$ cat src/sv/bitmap_first_fit_allocator_core_defines.svh
// Assertion macros shared by the allocator RTL
`ifndef BITMAP_FIRST_FIT_ALLOCATOR_CORE_DEFINES_SVH
`define BITMAP_FIRST_FIT_ALLOCATOR_CORE_DEFINES_SVH

// Checked only outside reset
`define BFFA_ASSERT(lbl, prop, msg) \
  lbl: assert property (@(posedge clk) disable iff (!rst_n) prop) else $error(msg);

// Checked at every edge, reset included
`define BFFA_ASSERT_ALWAYS(lbl, prop, msg) \
  lbl: assert property (@(posedge clk) prop) else $error(msg);

`endif

$ cat src/sv/bffa_pkg.sv
// Types and constants of the bitmap first-fit allocator
`default_nettype none
package bffa_pkg;

  localparam int CELLS_DEF = 64;
  // wide enough for any cell index plus any run length
  localparam int SUM_W     = 8;

  localparam logic MODE_ALLOC = 1'b0;
  localparam logic MODE_FREE  = 1'b1;

  localparam logic [1:0] ST_OK       = 2'd0;
  localparam logic [1:0] ST_NOSPACE  = 2'd1;
  localparam logic [1:0] ST_BADINDEX = 2'd2;
  localparam logic [1:0] ST_ZERO     = 2'd3;

  typedef struct packed {
    logic       mode;
    logic [6:0] start_index;
    logic [6:0] run_length;
  } in_t;

  typedef struct packed {
    logic [1:0] status;
    logic [5:0] granted_index;
    logic       compacted;
  } out_t;

  typedef enum logic [2:0] {
    S_IDLE,
    S_SCAN,
    S_PACK,
    S_MARK,
    S_DONE
  } state_t;

endpackage
`default_nettype wire

$ cat src/sv/bitmap_first_fit_allocator_core.sv
// Bitmap first-fit allocator: bit-serial scan, compaction and marking of the map
//
// Input channel (in_valid/in_stall/in_data) carries one request: allocate a
// run of run_length cells, or free a run from start_index. Output channel
// (out_valid/out_stall/out_data) returns one result per request.
// The map lives in a CELLS-bit circular shift register; each pass rotates it
// once, one cell per cycle.
// Steps from acceptance to the result, before it enters the output register:
//   Zero length or bad free index: no pass over the map.
//   Free: one marking pass.
//   Allocate, fit found: search pass plus marking pass.
//   Allocate, no fit: search pass plus a combined compact-and-mark pass.
// One request is in flight at a time; in_stall is high from acceptance until
// the result has been moved into the output register, and the next request
// can be taken in the cycle after that.
// A result waiting on a stalled output does not block acceptance of the next
// request; that request waits only at its own end if the register is still full.
// Reset (synchronous, rst_n low) frees every cell and drops out_valid.
`default_nettype none
module bitmap_first_fit_allocator_core
  import bffa_pkg::*;
#(
  parameter int CELLS = CELLS_DEF
) (
  input  wire  clk,
  input  wire  rst_n,
  input  wire  in_valid,
  output logic in_stall,
  input  in_t  in_data,
  output logic out_valid,
  input  wire  out_stall,
  output out_t out_data
);

`include "bitmap_first_fit_allocator_core_defines.svh"

  localparam int IW = $clog2(CELLS);
  localparam int CW = $clog2(CELLS + 1);

  state_t state_r, state_nxt;

  logic [CELLS-1:0] map_r, map_nxt;
  logic [IW-1:0]    idx_r, idx_nxt;
  logic [CW-1:0]    run_r, run_nxt;
  logic [IW-1:0]    first_r, first_nxt;
  logic             found_r, found_nxt;
  logic [IW-1:0]    start_r, start_nxt;
  logic [CW-1:0]    used_r, used_nxt;
  logic [6:0]       len_r, len_nxt;
  logic             mode_r, mode_nxt;
  out_t             res_r, res_nxt;
  logic             out_valid_r, out_valid_nxt;
  out_t             out_data_r, out_data_nxt;

  logic             accept;
  logic             last_cell;
  logic             cur;
  logic [CW-1:0]    run_inc;
  logic [IW-1:0]    cand;
  logic             hit;
  logic             req_err;
  logic             load_out;
  logic [SUM_W-1:0] i_ext, lo_ext, hi_ext, used_ext, used_end;
  logic             fit, in_run, pack_bit;

  // shared datapath terms
  always_comb begin
    accept    = in_valid && !in_stall;
    last_cell = (idx_r == IW'(CELLS - 1));
    cur       = map_r[0];
    run_inc   = run_r + CW'(1);
    cand      = (run_r == '0) ? idx_r : first_r;
    hit       = !cur && (SUM_W'(run_inc) == SUM_W'(len_r));
    req_err   = (in_data.run_length == 7'd0) ||
                ((in_data.mode == MODE_FREE) &&
                 ({1'b0, in_data.start_index} >= SUM_W'(CELLS)));
    i_ext     = SUM_W'(idx_r);
    lo_ext    = SUM_W'(start_r);
    hi_ext    = lo_ext + SUM_W'(len_r);
    in_run    = (i_ext >= lo_ext) && (i_ext < hi_ext);
    used_ext  = SUM_W'(used_r);
    used_end  = used_ext + SUM_W'(len_r);
    fit       = (used_end <= SUM_W'(CELLS));
    pack_bit  = (i_ext < used_ext) || (fit && (i_ext < used_end));
  end

  // next state
  always_comb begin
    state_nxt = state_r;
    case (state_r)
      S_IDLE: begin
        if (accept) begin
          if (req_err) begin
            state_nxt = S_DONE;
          end else if (in_data.mode == MODE_ALLOC) begin
            state_nxt = S_SCAN;
          end else begin
            state_nxt = S_MARK;
          end
        end
      end
      S_SCAN: begin
        if (last_cell) begin
          state_nxt = (found_r || hit) ? S_MARK : S_PACK;
        end
      end
      S_PACK: begin
        if (last_cell) begin
          state_nxt = S_DONE;
        end
      end
      S_MARK: begin
        if (last_cell) begin
          state_nxt = S_DONE;
        end
      end
      S_DONE: begin
        if (load_out) begin
          state_nxt = S_IDLE;
        end
      end
      default: state_nxt = S_IDLE;
    endcase
  end

  // handshake outputs
  always_comb begin
    in_stall = 1'b1;
    load_out = 1'b0;
    case (state_r)
      S_IDLE:  in_stall = 1'b0;
      S_DONE:  load_out = !out_valid_r || !out_stall;
      default: begin
        in_stall = 1'b1;
        load_out = 1'b0;
      end
    endcase
  end

  // datapath
  always_comb begin
    map_nxt   = map_r;
    idx_nxt   = idx_r;
    run_nxt   = run_r;
    first_nxt = first_r;
    found_nxt = found_r;
    start_nxt = start_r;
    used_nxt  = used_r;
    len_nxt   = len_r;
    mode_nxt  = mode_r;
    res_nxt   = res_r;
    case (state_r)
      S_IDLE: begin
        if (accept) begin
          idx_nxt   = '0;
          run_nxt   = '0;
          first_nxt = '0;
          found_nxt = 1'b0;
          used_nxt  = '0;
          start_nxt = IW'(in_data.start_index);
          len_nxt   = in_data.run_length;
          mode_nxt  = in_data.mode;
          res_nxt.status        = ST_OK;
          res_nxt.granted_index = '0;
          res_nxt.compacted     = 1'b0;
          if ((in_data.mode == MODE_FREE) &&
              ({1'b0, in_data.start_index} >= SUM_W'(CELLS))) begin
            res_nxt.status = ST_BADINDEX;
          end else if (in_data.run_length == 7'd0) begin
            res_nxt.status = ST_ZERO;
          end
        end
      end
      S_SCAN: begin
        map_nxt   = {cur, map_r[CELLS-1:1]};
        idx_nxt   = last_cell ? '0 : idx_r + IW'(1);
        run_nxt   = cur ? '0 : run_inc;
        first_nxt = cand;
        used_nxt  = used_r + CW'(cur);
        if (!found_r && hit) begin
          found_nxt = 1'b1;
          start_nxt = cand;
        end
      end
      S_PACK: begin
        // rebuild the map packed at the bottom, new run straight after it if it fits
        map_nxt = {pack_bit, map_r[CELLS-1:1]};
        idx_nxt = last_cell ? '0 : idx_r + IW'(1);
        if (last_cell) begin
          res_nxt.compacted     = 1'b1;
          res_nxt.status        = fit ? ST_OK : ST_NOSPACE;
          res_nxt.granted_index = fit ? 6'(used_r) : 6'd0;
        end
      end
      S_MARK: begin
        if (mode_r == MODE_ALLOC) begin
          map_nxt = {cur | in_run, map_r[CELLS-1:1]};
        end else begin
          map_nxt = {cur & !in_run, map_r[CELLS-1:1]};
        end
        idx_nxt = last_cell ? '0 : idx_r + IW'(1);
        if (last_cell && (mode_r == MODE_ALLOC)) begin
          res_nxt.granted_index = 6'(start_r);
        end
      end
      default: begin
        map_nxt = map_r;
      end
    endcase
  end

  // output register
  always_comb begin
    out_valid_nxt = out_valid_r && out_stall;
    out_data_nxt  = out_data_r;
    if (load_out) begin
      out_valid_nxt = 1'b1;
      out_data_nxt  = res_r;
    end
  end

  always_ff @(posedge clk) begin
    if (!rst_n) begin
      state_r     <= S_IDLE;
      map_r       <= '0;
      idx_r       <= '0;
      out_valid_r <= 1'b0;
    end else begin
      state_r     <= state_nxt;
      map_r       <= map_nxt;
      idx_r       <= idx_nxt;
      out_valid_r <= out_valid_nxt;
    end
  end

  always_ff @(posedge clk) begin
    run_r      <= run_nxt;
    first_r    <= first_nxt;
    found_r    <= found_nxt;
    start_r    <= start_nxt;
    used_r     <= used_nxt;
    len_r      <= len_nxt;
    mode_r     <= mode_nxt;
    res_r      <= res_nxt;
    out_data_r <= out_data_nxt;
  end

  assign out_valid = out_valid_r;
  assign out_data  = out_data_r;

  `BFFA_ASSERT(a_accept_leaves_idle, (in_valid && !in_stall) |=> (state_r != S_IDLE), "transaction accepted but block stayed idle")
  `BFFA_ASSERT(a_idle_aligned, (state_r == S_IDLE) |-> (idx_r == '0), "map rotation misaligned in idle")
  `BFFA_ASSERT(a_nospace_compacted, (out_valid && (out_data.status == ST_NOSPACE)) |-> out_data.compacted, "allocation failed without compaction")
  `BFFA_ASSERT(a_result_from_done, $rose(out_valid) |-> ($past(state_r) == S_DONE), "result appeared outside completion")
  `BFFA_ASSERT_ALWAYS(a_reset_clears, (!rst_n) |=> (!out_valid && (map_r == '0)), "reset left a result or allocated cells")

endmodule
`default_nettype wire
$ cat config.mk
export PLATFORM = sky130hd
export DESIGN_NAME = bitmap_first_fit_allocator_core
export DESIGN_NICKNAME = d
export VERILOG_FILES = /design/src/sv/bffa_pkg.sv /design/src/sv/bitmap_first_fit_allocator_core.sv
export VERILOG_INCLUDE_DIRS = /design/src /design/src/sv
export SDC_FILE = /design/constraint.sdc
export NUM_CORES = 1
export LEC_CHECK = 0
export ABC_AREA = 1
export CAP_MARGIN = 20
export CELL_PAD_IN_SITES_DETAIL_PLACEMENT = 2
export CELL_PAD_IN_SITES_GLOBAL_PLACEMENT = 2
export CORE_UTILIZATION = 40
export CTS_BUF_LIST = sky130_fd_sc_hd__clkbuf_4
export CTS_CLUSTER_DIAMETER = 120
export DETAILED_ROUTE_END_ITERATION = 7
export DONT_BUFFER_PORTS = 1
export GPL_TIMING_DRIVEN = 0
export PLACE_DENSITY = 0.92
export SKIP_LAST_GASP = 1
export SYNTH_ARGS = -nofsm -noshare
export SYNTH_HDL_FRONTEND = slang
export SYNTH_SLANG_ARGS = --single-unit
export TNS_END_PERCENT = 100
$ cat constraint.sdc
create_clock -name clk -period 2.8 [get_ports clk]
set_input_delay 0.56 -clock clk [delete_from_list [all_inputs] [get_ports clk]]
set_output_delay 0.56 -clock clk [all_outputs]
set_load 0.05 [all_outputs]
# [Word level (Yosys, flattened, before mapping)]
# Index checks and enable logic that the tools add are counted.
[totals] input_bits=19 n_memories=0 latch_bits=0 register_bits=127 ram_bits=0 output_inout_bits=11 word_cells=116 mem_bits_ro=0
[classes] n_div=0 n_shift=0 reduce_logical=34 eq_ne=13 multipliers=0 magnitude_cmp=6 n_bitwise=3 add_sub_neg=5 n_mux=38
[ops] cell="$pmux 64 s3" n=1
[ops] cell="$mux 64" n=1
[ops] cell="$mux 6" n=7
[ops] cell="$pmux 6 s2" n=3
[ops] cell="$pmux 7 s2" n=2
[ops] cell="$mux 9" n=2
[ops] cell="$pmux 6 s3" n=1
[ops] cell="$lt 6x8->1" n=2
[ops] cell="$mux 3" n=5
[ops] cell="$logic_not 7->1" n=2
[ops] cell="$mux 7" n=2
[ops] cell="$ne 2x2->1 const B" n=6
[ops] cell="$pmux 3 s4" n=1
[ops] cell="$add 6x7->8" n=1
[ops] cell="$add 7x7->8" n=1
[ops] cell="$le 8x7->1 const B" n=1
[ops] cell="$logic_and 1x1->1" n=8
[ops] cell="$reduce_and 4->1" n=2
[ops] cell="$add 7x1->7" n=1
[ops] cell="$add 7x1->7 const B" n=1
[ops] cell="$eq 7x7->1" n=1
[ops] cell="$ge 7x7->1 const B" n=1
[ops] cell="$lt 6x7->1" n=1
[ops] cell="$mux 1" n=7
[ops] cell="other kinds (22)" n=39

# [Depth between registers and ports, before layout]
[depth] depth_word=7 depth_mapped=17 depth_no_buf=17

# [Least setup slack after synthesis]
# Ideal clock, no wire load.
[synth_path] path_type="reg-to-reg" start="register state_r[0]" end="register first_r[0], enable pin" setup_ns=0.377 arrival_ns=1.998 t_required_ns=2.423 path_slack_ns=0.426 path_stages_with_launch=8 period_less_slack_ns=2.374 n_path_buf=0 path_cell_list="dfxtp_1 > nor2_1 > inv_1 > nor2_1 > inv_2 > nor2_1 > inv_1 > nand2_1"
[synth_via] elab_chain_len=4 word_cells_on_any_way=6 classes_between="eq/ne: 2; reduce/logical: 4"
[synth_rtl] item="start: declaration" line_no="bitmap_first_fit_allocator_core.sv:40" source="state_t state_r, state_nxt;"
[synth_rtl] item="start signal: assignment" line_no="bitmap_first_fit_allocator_core.sv:229" source="state_r <= state_nxt;"
[synth_rtl] item="$logic_not 3->1" line_no="bitmap_first_fit_allocator_core.sv:130, bitmap_first_fit_allocator_core.sv:152"
[synth_rtl] item="$logic_and 1x1->1" line_no="bitmap_first_fit_allocator_core.sv:68" source="accept = in_valid && !in_stall;"
[synth_rtl] item="$ne 2x2->1 (no line)"
[synth_rtl] item="$reduce_and 2->1 (no line) (*)"
[synth_rtl] item="end signal: assignment" line_no="bitmap_first_fit_allocator_core.sv:238" source="first_r <= first_nxt;"
[synth_rtl] item="end: declaration" line_no="bitmap_first_fit_allocator_core.sv:45" source="logic [IW-1:0] first_r, first_nxt;"
# Mark *: on every way between the ends. The rest lies on a longest branch, timed or not.
# A chain may end at the register's enable or synchronous reset.

# [Worst setup path after layout]
[layout_path] start="register start_r[0]" end="register map_r[63]"
[layout_via] elab_chain_len=7 word_cells_on_any_way=9 classes_between="add/sub: 1; order compare: 2; mux: 2; bitwise: 2; reduce/logical: 2"
[layout_rtl] item="start: declaration" line_no="bitmap_first_fit_allocator_core.sv:47" source="logic [IW-1:0] start_r, start_nxt;"
[layout_rtl] item="start signal: assignment" line_no="bitmap_first_fit_allocator_core.sv:240" source="start_r <= start_nxt;"
[layout_rtl] item="$add 6x7->8" line_no="bitmap_first_fit_allocator_core.sv:79" source="hi_ext = lo_ext + SUM_W'(len_r);"
[layout_rtl] item="$lt 6x8->1" line_no="bitmap_first_fit_allocator_core.sv:80" source="in_run = (i_ext >= lo_ext) && (i_ext < hi_ext);"
[layout_rtl] item="$logic_and 1x1->1 (*)" line_no="bitmap_first_fit_allocator_core.sv:80"
[layout_rtl] item="$logic_not 1->1" line_no="bitmap_first_fit_allocator_core.sv:199" source="map_nxt = {cur & !in_run, map_r[CELLS-1:1]};"
[layout_rtl] item="$and 1x1->1" line_no="bitmap_first_fit_allocator_core.sv:199"
[layout_rtl] item="$mux 64 (*)" line_no="bitmap_first_fit_allocator_core.sv:196" source="if (mode_r == MODE_ALLOC) begin"
[layout_rtl] item="$pmux 64 s3 (*)" line_no="bitmap_first_fit_allocator_core.sv:152" source="case (state_r)"
[layout_rtl] item="end signal: assignment" line_no="bitmap_first_fit_allocator_core.sv:230" source="map_r <= map_nxt;"
[layout_rtl] item="end: declaration" line_no="bitmap_first_fit_allocator_core.sv:42" source="logic [CELLS-1:0] map_r, map_nxt;"
# Marks and branches as above.

==> run metrics <==
post-layout min period=2.90 ns; Post-Syn Nets=801; IO buf count=0; max-cap viol count=0; DP Wirelength=15.4 mm; Largest stage delay, worst path=around 0.53 ns; Fmax achieved=344 MHz; TritonCTS buffer count=17; Power, Total=9.43 mW; Nets=826; Pleak=slightly above 3 nW; Cell Area, Placed=~6400 sq um; DRT iter0 DRCs=381; Crit Path Category=reg2reg; # H-tree levels=4; Max-slew headroom=0.505; die area=15,900 sq um; Post-Synthesis Cells=741; die width=126 microns; post-synthesis adder-cell area fraction=0.0858; # setup viols final=1; setup TNS=-0.105 ns; RSZ-0062 raised after global routing=true; largest net degree at the start of global routing=21; multiplexer area fraction after synthesis=0; Area Growth Syn to Fin=10.4%; total grt overflow=0; Via-to-Cell Ratio=5.76; first-pass GRT wire length=roughly 35 mm; Root Buffer=clkbuf_4; Fin Hold WS=0.0597 ns; DR pass1 iterations=5; skew final=0.0270 ns; crit end category=flip-flop; synth warn=0; most common cell after layout, fill and taps aside=nor2_1; GRT Total Usage=0.298; Post-Synth XOR/XNOR Area=0.00996; top-area cell type share of the netlist area=0.259; dominant cells by area after synthesis=edfxtp_1 (26%), dfxtp_1 (24%), nor2_1 (10%), ha_1 (7.9%), o21ai_0 (6.6%); Hold Path Class=in2reg; CTS Sinks=roughly 130; Top FF cell, synth=dfxtp_1; critical path data arrival time=3.41 ns; initial antenna violation count=1; vias in the first global route=6,445; Power Density=1390 nW/um^2; Slowest cell on crit path=edfxtp_1; CTS tree=done; Antenna Nets Post-Route=0; Worst-Skew Late Latency=0.58 ns; Final Hold Viols=0; clock transition at the registers of the reported paths=0.14 ns; Post-synth EDFFs=53; dominant cell type by area after synthesis=edfxtp_1; Worst Setup Slack, final=-0.105 ns; Least-Margin Pin Slew=0.740 ns; peak supply drop=0.477 mV; DRC viols=0; Unique masters post-synth=slightly above 40; Slew Limit Fails=0; Simple-Gate Fraction of Synth Area=0.218; # fillers=around 1,600; Req. time, crit path=3.31 ns; Synth Register Bits=about 130; most frequent cells in the layout=nor2_1 (170), nand2_1 (94), o21ai_0 (81), dfxtp_1 (74), inv_1 (67); CP max FO=3; layout cells sized above 1=0.0835; final period utilization=1.04; status=finished with violations; compound-gate portion of the synthesized area=0.127; Initial Utilization=0.417; core area=14,800 sq um; Cell Chain, Critical Path=ha_1, fa_1, xnor2_1, ha_1, nand2_1, o21ai_0, nand3_1, nand2_1, nand2_1, nand3_1, nand3_1, a21oi_2; crit path buf inv count=0; routed len/inst=23.7 microns; I/O Pins=30; delay-heaviest family, CP=adder cells; post-route cell area=6790 sq um; Longest Clk Path Bufs=2; vias=around 5,500; syn avg cell area=8.30 sq um; CP Launch Type=flip-flop; FP Rows=44; main combinational cell family by area after synthesis=simple AND/OR/NAND/NOR gates; failing checks=setup timing; Final Wtd Congestion=0.832; Async SR Flop Fraction=0; routed wire length=22.8 mm; chip height=126 microns; Post-Syn Area=approximately 6000 sq um; register area share after synthesis=0.499; CTS Hold Bufs=0
[logic make-up after synthesis]
| logic type | after synthesis |
|---|---|
| xor+xnor | 7 |
| flops | 127 |
| simple gates | 325 |
| compound gates | 145 |
| fa+ha+maj | 41 |
| buf+inv | 96 |
[timing repair]
action,CTS,global route
gates resized for setup,8,3
hold endpoints to repair,0,0
buffers inserted,4,2
pin swaps,1,1
endpoints found under the setup margin,37,34
[cell type report]
class                      instances  area (sq um)  share of cell area
sequential                       127          3070               0.452
multi-input combinational        518          2770               0.408
inverter                          73           274              0.0403
tap                              184           230              0.0339
clock inverter                    14           164              0.0241
clock buffer                      17           128              0.0188
buffer                            23          95.1              0.0140
timing repair buffer               6          57.6             0.00847
antenna                            1          2.50            0.000368
[Yosys cell counts (6+ instances only)]
library cell and n:
nand3_1 29, dfxtp_1 74, nand2_1 95, a21oi_1 34
edfxtp_1 53, buf_2 7, clkbuf_1 16, o21ai_1 7
nor2_1 171, ha_1 39, nand4_1 9, o21ai_0 81
o22ai_1 6, inv_1 67
[metal layers]
layer,track usage,wire [microns],vias to the layer above
li1,-,-,2521
met1,0.319,9160,2788
met2,0.550,11900,166
met3,0.0599,875,68
met4,0.161,799,0
met5,0,0,-
[worst reg2reg max path, stage by stage, from the launching register on]
cell and delay, ns:
edfxtp_1 0.53, ha_1 0.30, fa_1 0.49, xnor2_1 0.23, ha_1 0.31, nand2_1 0.05, o21ai_0 0.22, nand3_1 0.12
nand2_1 0.09, nand2_1 0.07, nand3_1 0.10, nand3_1 0.17, a21oi_2 0.17
[through the flow]
stage / setup slack [ns] / std cells / utilization
finish: -0.105 / 963 / 0.460
global route: -0.0903 / 963 / 0.460
CTS: 0.0203 / 960 / 0.457
detailed placement: -0.640 / 925 / 0.433
global placement: -0.398 / 925 / 0.433
floorplan: 0.426 / 741 / -
[registers in the layout, indices dropped and copies added, names as in the netlist]
| name | flops |
|---|---|
| first_r | 6 |
| found_r | 1 |
| idx_r | 6 |
| len_r | 7 |
| map_r | 64 |
| mode_r | 1 |
| out_data | 9 |
| out_valid | 1 |
| res_r | 9 |
| run_r | 7 |
| start_r | 6 |
| state_r | 3 |
| used_r | 7 |
[power breakdown]
| part | leakage (nW) | total (mW) | internal, mW | switching, mW |
|---|---|---|---|---|
| registers | 1.13 | 3.50 | 2.87 | 0.635 |
| clock network | 0.160 | 1.41 | 0.614 | 0.791 |
| logic | 1.74 | 4.52 | 1.30 | 3.22 |
| total | 3.03 | 9.43 | 4.78 | 4.64 |
[worst paths after layout]
| path | slack [ns] | from | to | depth (start not counted) |
|---|---|---|---|---|
| min reg2reg | 0.43 | res_r[4] | out_data[4] | 0 |
| min | 0.06 | in_data[2] | len_r[2] | 0 |
| max reg2reg | -0.10 | start_r[0] | map_r[63] | 12 |
| max | -0.10 | start_r[0] | map_r[63] | 12 |
No activity file was read; power rests on OpenSTA's default activity.
